[src/hdl/keyboard_scancode_fifo_core_defines.svh]
// assertion helpers for the keyboard scancode fifo
`ifndef KEYBOARD_SCANCODE_FIFO_CORE_DEFINES_SVH
`define KEYBOARD_SCANCODE_FIFO_CORE_DEFINES_SVH

`ifndef SYNTHESIS
`define KBSC_ASSERT_IMPL(label, clk, rst_n, ante, cons) \
    label: assert property (@(posedge clk) disable iff (!(rst_n)) (ante) |-> (cons)) \
        else $error("kbsc check failed");
`define KBSC_ASSERT_NEXT(label, clk, rst_n, ante, cons) \
    label: assert property (@(posedge clk) disable iff (!(rst_n)) (ante) |=> (cons)) \
        else $error("kbsc check failed");
`else
`define KBSC_ASSERT_IMPL(label, clk, rst_n, ante, cons)
`define KBSC_ASSERT_NEXT(label, clk, rst_n, ante, cons)
`endif

`endif

[src/hdl/kbsc_pkg.sv]
`timescale 1ns / 1ps
package kbsc_pkg;

    localparam int CODE_W = 8;
    localparam int OP_W   = 2;

    typedef enum logic [OP_W-1:0] {
        OP_KEY   = 2'd0,
        OP_READ  = 2'd1,
        OP_WRITE = 2'd2
    } t_op;

    // per-cycle control shared by every cell of the row
    typedef struct packed {
        logic              push;
        logic              pop;
        logic [CODE_W-1:0] code;
    } t_cell_ctrl;

    // host scancode to scan set 1 make code, unmapped codes give zero
    function automatic logic [CODE_W-1:0] set1_map(input logic [7:0] key);
        logic [CODE_W-1:0] code;
        case (key)
            8'd4:    code = 8'h1e;
            8'd5:    code = 8'h30;
            8'd6:    code = 8'h2e;
            8'd7:    code = 8'h20;
            8'd8:    code = 8'h12;
            8'd9:    code = 8'h21;
            8'd10:   code = 8'h22;
            8'd11:   code = 8'h23;
            8'd12:   code = 8'h17;
            8'd13:   code = 8'h24;
            8'd14:   code = 8'h25;
            8'd15:   code = 8'h26;
            8'd16:   code = 8'h32;
            8'd17:   code = 8'h31;
            8'd18:   code = 8'h18;
            8'd19:   code = 8'h19;
            8'd20:   code = 8'h10;
            8'd21:   code = 8'h13;
            8'd22:   code = 8'h1f;
            8'd23:   code = 8'h14;
            8'd24:   code = 8'h16;
            8'd25:   code = 8'h2f;
            8'd26:   code = 8'h11;
            8'd27:   code = 8'h2d;
            8'd28:   code = 8'h15;
            8'd29:   code = 8'h2c;
            8'd30:   code = 8'h02;
            8'd31:   code = 8'h03;
            8'd32:   code = 8'h04;
            8'd33:   code = 8'h05;
            8'd34:   code = 8'h06;
            8'd35:   code = 8'h07;
            8'd36:   code = 8'h08;
            8'd37:   code = 8'h09;
            8'd38:   code = 8'h0a;
            8'd39:   code = 8'h0b;
            8'd40:   code = 8'h1c;
            8'd41:   code = 8'h01;
            8'd42:   code = 8'h0e;
            8'd43:   code = 8'h0f;
            8'd44:   code = 8'h39;
            8'd57:   code = 8'h3a;
            8'd71:   code = 8'h46;
            default: code = '0;
        endcase
        return code;
    endfunction

endpackage

[src/hdl/keyboard_scancode_fifo_core.sv]
`timescale 1ns / 1ps
// keyboard scancode fifo core
// input stream: one transfer per port access or key event. tuser carries the
// op (key event, port read, port write), tdata the key code and write byte.
// output stream: exactly one transfer per input transfer, in order, with the
// popped code, the interrupt request flag and the drop flag.
// codes sit in a row of FIFO_DEPTH cells; a read of a nonzero head shifts every
// cell one place toward the head in the same cycle, and a key event loads the
// cell at the fill count.
// the result is registered and valid in the cycle after the input transfer.
// throughput: one item per cycle while the output side takes results.
// if the receiver stalls, the single result register holds and the input
// side stops taking transfers until that result has been taken.
// reset clears every cell, the fill count, the interrupt enable and the output
// valid flag; the block is ready to take items once reset is released.
`include "keyboard_scancode_fifo_core_defines.svh"
module keyboard_scancode_fifo_core
    import kbsc_pkg::*;
#(
    parameter int FIFO_DEPTH = 16
) (
    input  logic        i_clk,
    input  logic        i_rst_n,
    input  logic        i_s_axis_tvalid,
    output logic        o_s_axis_tready,
    input  logic [15:0] i_s_axis_tdata,   // key_code[7:0], write_data[15:8]
    input  logic [1:0]  i_s_axis_tuser,   // op[1:0]
    output logic        o_m_axis_tvalid,
    input  logic        i_m_axis_tready,
    output logic [15:0] o_m_axis_tdata    // read_data[7:0], irq_request[8], dropped[9]
);

    localparam int CNT_W = $clog2(FIFO_DEPTH + 1);

    logic [CNT_W-1:0]  r_count;
    logic [CNT_W-1:0]  n_count;
    logic              r_irq_en;
    logic              n_irq_en;
    logic              r_out_valid;
    logic [CODE_W-1:0] r_rdata;
    logic              r_irq;
    logic              r_drop;
    logic [CODE_W-1:0] n_rdata;
    logic              n_irq;
    logic              n_drop;

    logic              w_accept;
    logic              w_full;
    logic              w_pop;
    t_op               w_op;
    t_cell_ctrl        w_ctrl;
    logic [CODE_W-1:0] w_head;

    assign o_s_axis_tready = !r_out_valid || i_m_axis_tready;
    assign w_accept        = i_s_axis_tvalid && o_s_axis_tready;
    assign w_op            = t_op'(i_s_axis_tuser);
    assign w_full          = (r_count == CNT_W'(FIFO_DEPTH));
    // a zero at the head blocks the queue
    assign w_pop           = w_accept && (w_op == OP_READ) && (w_head != '0);

    always_comb begin
        w_ctrl.push = w_accept && (w_op == OP_KEY) && !w_full;
        w_ctrl.pop  = w_pop;
        w_ctrl.code = set1_map(i_s_axis_tdata[7:0]);
    end

    kbsc_chain #(
        .DEPTH (FIFO_DEPTH),
        .CNT_W (CNT_W)
    ) u_chain (
        .i_clk   (i_clk),
        .i_rst_n (i_rst_n),
        .i_ctrl  (w_ctrl),
        .i_count (r_count),
        .o_head  (w_head)
    );

    always_comb begin
        n_count  = r_count;
        n_irq_en = r_irq_en;
        n_rdata  = '0;
        n_irq    = 1'b0;
        n_drop   = 1'b0;
        if (w_accept) begin
            case (w_op)
                OP_KEY: begin
                    if (!w_full) begin
                        n_count = r_count + CNT_W'(1);
                    end else begin
                        n_drop = 1'b1;
                    end
                    n_irq = r_irq_en;
                end
                OP_READ: begin
                    if (w_pop) begin
                        n_rdata = w_head;
                        if (r_count != '0) begin
                            n_count = r_count - CNT_W'(1);
                        end
                    end
                end
                OP_WRITE: begin
                    n_irq_en = (i_s_axis_tdata[15:8] != '0);
                end
                default: begin
                end
            endcase
        end
    end

    always_ff @(posedge i_clk) begin
        if (!i_rst_n) begin
            r_count     <= '0;
            r_irq_en    <= 1'b0;
            r_out_valid <= 1'b0;
        end else begin
            r_count  <= n_count;
            r_irq_en <= n_irq_en;
            if (w_accept) begin
                r_out_valid <= 1'b1;
            end else if (i_m_axis_tready) begin
                r_out_valid <= 1'b0;
            end
        end
    end

    always_ff @(posedge i_clk) begin
        if (w_accept) begin
            r_rdata <= n_rdata;
            r_irq   <= n_irq;
            r_drop  <= n_drop;
        end
    end

    assign o_m_axis_tvalid = r_out_valid;
    assign o_m_axis_tdata  = {6'd0, r_drop, r_irq, r_rdata};

    `KBSC_ASSERT_IMPL(a_count_bound, i_clk, i_rst_n, 1'b1, r_count <= CNT_W'(FIFO_DEPTH))
    `KBSC_ASSERT_IMPL(a_head_counted, i_clk, i_rst_n, w_head != '0, r_count != '0)
    `KBSC_ASSERT_NEXT(a_pop_count, i_clk, i_rst_n, w_pop, r_count == $past(r_count) - CNT_W'(1))
    `KBSC_ASSERT_IMPL(a_drop_full, i_clk, i_rst_n, r_out_valid && r_drop, w_full)

endmodule

[src/hdl/kbsc_cell.sv]
`timescale 1ns / 1ps
module kbsc_cell
    import kbsc_pkg::*;
(
    input  logic              i_clk,
    input  logic              i_rst_n,
    input  t_cell_ctrl        i_ctrl,
    input  logic              i_wr_sel,
    input  logic [CODE_W-1:0] i_next,
    output logic [CODE_W-1:0] o_data
);

    logic [CODE_W-1:0] r_data;

    always_ff @(posedge i_clk) begin
        if (!i_rst_n) begin
            r_data <= '0;
        end else if (i_ctrl.pop) begin
            r_data <= i_next;
        end else if (i_ctrl.push && i_wr_sel) begin
            r_data <= i_ctrl.code;
        end
    end

    assign o_data = r_data;

endmodule

[src/hdl/kbsc_chain.sv]
`timescale 1ns / 1ps
module kbsc_chain
    import kbsc_pkg::*;
#(
    parameter int DEPTH = 16,
    parameter int CNT_W = 5
) (
    input  logic              i_clk,
    input  logic              i_rst_n,
    input  t_cell_ctrl        i_ctrl,
    input  logic [CNT_W-1:0]  i_count,
    output logic [CODE_W-1:0] o_head
);

    logic [CODE_W-1:0] w_data [DEPTH+1];

    // a zero enters behind the tail on every shift
    assign w_data[DEPTH] = '0;

    for (genvar g = 0; g < DEPTH; g++) begin : g_cell
        kbsc_cell u_cell (
            .i_clk    (i_clk),
            .i_rst_n  (i_rst_n),
            .i_ctrl   (i_ctrl),
            .i_wr_sel (i_count == CNT_W'(g)),
            .i_next   (w_data[g+1]),
            .o_data   (w_data[g])
        );
    end

    assign o_head = w_data[0];

endmodule

[config.mk]
export PLATFORM = sky130hd
export DESIGN_NAME = keyboard_scancode_fifo_core
export DESIGN_NICKNAME = d
export VERILOG_FILES = /design/src/hdl/kbsc_pkg.sv /design/src/hdl/keyboard_scancode_fifo_core.sv /design/src/hdl/kbsc_cell.sv /design/src/hdl/kbsc_chain.sv
export VERILOG_INCLUDE_DIRS = /design/src /design/src/hdl
export SDC_FILE = /design/constraint.sdc
export NUM_CORES = 1
export LEC_CHECK = 0
export ABC_AREA = 1
export ABC_CLOCK_PERIOD_IN_PS = 5200
export BUFFER_PORTS_ARGS = -buffer_cell sky130_fd_sc_hd__buf_2
export CORE_MARGIN = 5
export CORE_UTILIZATION = 63
export CTS_CLUSTER_SIZE = 20
export DETAILED_ROUTE_END_ITERATION = 10
export PLACE_DENSITY = 0.84
export SYNTH_ARGS = -nofsm -noshare
export SYNTH_HDL_FRONTEND = slang
export SYNTH_HIERARCHICAL = 1
export SYNTH_SLANG_ARGS = --single-unit
[constraint.sdc]
create_clock -name i_clk -period 5.2 [get_ports i_clk]
set_clock_uncertainty 0.1 [all_clocks]
set_input_delay 0.52 -clock i_clk [delete_from_list [all_inputs] [get_ports i_clk]]
set_output_delay 0.52 -clock i_clk [all_outputs]
set_load 0.05 [all_outputs]
==> impl_metrics.json <==
{
  "ys_seq_area_share_pct": 33.07,
  "synth-seq-cells": 145,
  "cts_inserted_buffers": 17,
  "placed_area_um2": 9131,
  "gp_congestion": 0.8969,
  "reg2reg_to": "u_chain/g_cell[5].u_cell/o_data[5]",
  "worst_slew_margin_rel_pct": 30.19,
  "clk_pin_slew_ns": 0.06,
  "cp-end-kind": "flop",
  "final_antenna_net_count": 0,
  "antennaDiodeCount": 0,
  "path_max_fanout": 72,
  "cts_root_buf": "clkbuf_16",
  "hold_viol": 0,
  "yosys-top-cells-area": "dfxtp_1 (30%), nand2_1 (24%), nor2_1 (13%)",
  "grt_pass1_vias": 7640,
  "routedWlPerCell_um": 11.61,
  "cp_common_cell": "nand2_1",
  "cts.sinks": 145,
  "cp_top_family": "buffers and inverters",
  "final_core_util_pct": 69.51,
  "outcome": "complete, no violations",
  "grt_pass1_wl_mm": 34.34,
  "ys_types": 31,
  "grt_max_degree": 85,
  "critical_path_depth": 11,
  "layout.nets": 1583,
  "totalNegativeSetupSlack_ns": 0,
  "leakage_nw": 5.268,
  "arrival_ns": 2.84,
  "cts_resized": 0,
  "yosysTopAreaCellShare_pct": 29.76,
  "vias_per_cell": 5.001,
  "clock_latency_ns": 0.43,
  "hold_class": "input pin to flop",
  "report.final.setup_viol": 0,
  "hp-start": "i_s_axis_tdata[14]",
  "power_density_nw_per_um2": 308.6,
  "rsz0062_at_grt": "false",
  "ys.warnings.count": 6,
  "path_cells": "nand2_2 -> nand2_4 -> nor2_2 -> nand2_1 -> inv_6 -> buf_4 -> inv_6 -> nand2_1 -> nand2_1 -> nor2_1 -> nor2_1",
  "worst_pin_slew_ns": 1.047,
  "ctsHoldBuffers": 0,
  "fin_crit_sh_pct": 50.28,
  "cts_tree": "built",
  "core_region_area_um2": 13990,
  "cp_slowest_cell": "inv_6",
  "ir_worst_vdd_uv": 250.0,
  "drive_gt1_share_pct": 8.087,
  "yosys-top-cells-count": "nand2_1 (584), nor2_1 (307), inv_1 (162)",
  "crit_required_ns": 5.42,
  "syn_avg_cell_area_um2": 5.989,
  "synth_ff_type": "dfxtp_1",
  "dpl.hpwl_mm": 12.52,
  "crit_end": "u_chain/g_cell[5].u_cell/o_data[5]",
  "r2r_cells": 11,
  "antenna_found_initial": 0,
  "io_buffers": 33,
  "crit_path_max_incr_delay_ns": 0.58,
  "grt_remaining_overflow": 0,
  "clockBufferDepth": 2,
  "fin_crit_ns": 2.615,
  "ioPinCount": 40,
  "drc": 0,
  "crit_type": "flop to flop",
  "post_cts_buffers": 0,
  "synth_top_cell_by_area": "dfxtp_1",
  "dieHeight_um": 130.1,
  "rows": 43,
  "syn_inst": 1516,
  "total_power_mw": 3.001,
  "synth_most_common_cell": "nand2_1",
  "slew_viol_final": 0,
  "max_cap_violations": 0,
  "die-area_um2": 16910,
  "r2r_slack_ns": 2.59,
  "grt_usage_pct": 24.56,
  "drtIter0Drc": 554,
  "chipWidth_um": 130.1,
  "htreeDepth": 4,
  "startpoint": "o_m_axis_tvalid",
  "fmax_mhz": 382.5,
  "routed_wl_mm": 20.19,
  "drt_first_pass_iters": 7,
  "start_util_pct": 64.91,
  "area_delta_synth_final_pct": 7.083,
  "path_buf_inv": 3,
  "n_fill_cell": 1271,
  "dr_total_vias": 8691,
  "crit-reg2reg-launch": "o_m_axis_tvalid",
  "syn_area_um2": 9080,
  "synth_edf_count": 10,
  "asyncSetResetFlopFracSynth_pct": 0,
  "stdcell_area_um2": 9723,
  "worstSetupStartpointType": "flop"
}
[state kept, by name (all words and copies together), names as in the netlist]
register	count
o_m_axis_tvalid	1
r_count	5
r_drop	1
r_irq	1
r_irq_en	1
r_rdata	8
u_chain/g_cell.u_cell/o_data	128
[kinds of logic after synthesis]
| logic type | after synthesis | synth area share, % |
|---|---|---|
| AND/OR/NAND/NOR | 1056 | 46.26 |
| XOR/XNOR | 2 | 0.1930 |
| flip-flops | 145 | 33.07 |
| other | 2 | 0.08271 |
| buffers and inverters | 244 | 14.40 |
| adder cells (fa/ha/maj) | 15 | 2.150 |
| AO/OA/AOI/OAI | 52 | 3.845 |
[cell usage in the layout (no fill, tap or decap), types with 3 or more instances in the layout]
| cell type | instances |
|---|---|
| clkinv_2 | 4 |
| o21ai_0 | 9 |
| nor2_2 | 3 |
| ha_1 | 14 |
| nand2_1 | 584 |
| clkbuf_8 | 4 |
| buf_2 | 32 |
| nand4_1 | 3 |
| clkbuf_16 | 17 |
| edfxtp_1 | 10 |
| inv_2 | 4 |
| nand3_1 | 150 |
| inv_1 | 161 |
| nand2_2 | 4 |
| inv_6 | 17 |
| buf_4 | 12 |
| a21oi_2 | 18 |
| a21oi_1 | 17 |
| o211ai_1 | 3 |
| conb_1 | 30 |
| nor2_1 | 307 |
| dfxtp_1 | 135 |
[final cells by class]
| class | count | area [um2] | area share (%) |
|---|---|---|---|
| Clock buffer | 22 | 484.2 | 4.980 |
| Sequential cell | 145 | 3003 | 30.88 |
| Clock inverter | 9 | 107.6 | 1.107 |
| Timing Repair Buffer | 44 | 250.2 | 2.574 |
| Multi-Input combinational cell | 1155 | 4880 | 50.19 |
| Tap cell | 180 | 225.2 | 2.316 |
| Inverter | 183 | 773.2 | 7.953 |
[worst min path at each step]
stage | end | slack [ns] | depth (start not counted)
after floorplan | r_irq_en | 0.40 | 4
after global placement | r_irq_en | 0.41 | 4
after detailed placement | r_irq_en | 0.41 | 4
after CTS | r_irq_en | 0.27 | 5
after global routing | o_m_axis_tvalid | 0.33 | 3
final | r_irq_en | 0.28 | 5
[metrics by stage]
stage	instances	hold slack, ns	worst slack (ns)
CTS	1738	0.2734	2.592
floorplan	1544	0.4003	0.5372
global route	1738	0.3310	2.296
detailed placement	1707	0.4133	2.254
global placement	1707	0.4132	2.327
finish	1738	0.2783	2.585
[power by group]
group	total, mW	leakage, nW	internal (mW)	switching (mW)
Sequential	1.25	1.20	1.21	0.0431
Clock	1.22	0.288	0.752	0.471
Combinational	0.528	3.78	0.172	0.356
Total	3.00	5.27	2.13	0.870
[worst reg2reg max path, cell delays in order (launching register included)]
cell and delay, ns:
dfxtp_1 0.32, nand2_2 0.10, nand2_4 0.07, nor2_2 0.10, nand2_1 0.24, inv_6 0.58
buf_4 0.57, inv_6 0.13, nand2_1 0.09, nand2_1 0.05, nor2_1 0.12, nor2_1 0.05
[routing by layer]
layer	wire length, um	GRT usage [%]
met5	0	0
met4	231	7.213
met3	968	5.444
met2	9853	42.00
met1	9131	31.11
Power figures use the tool's default switching activity.
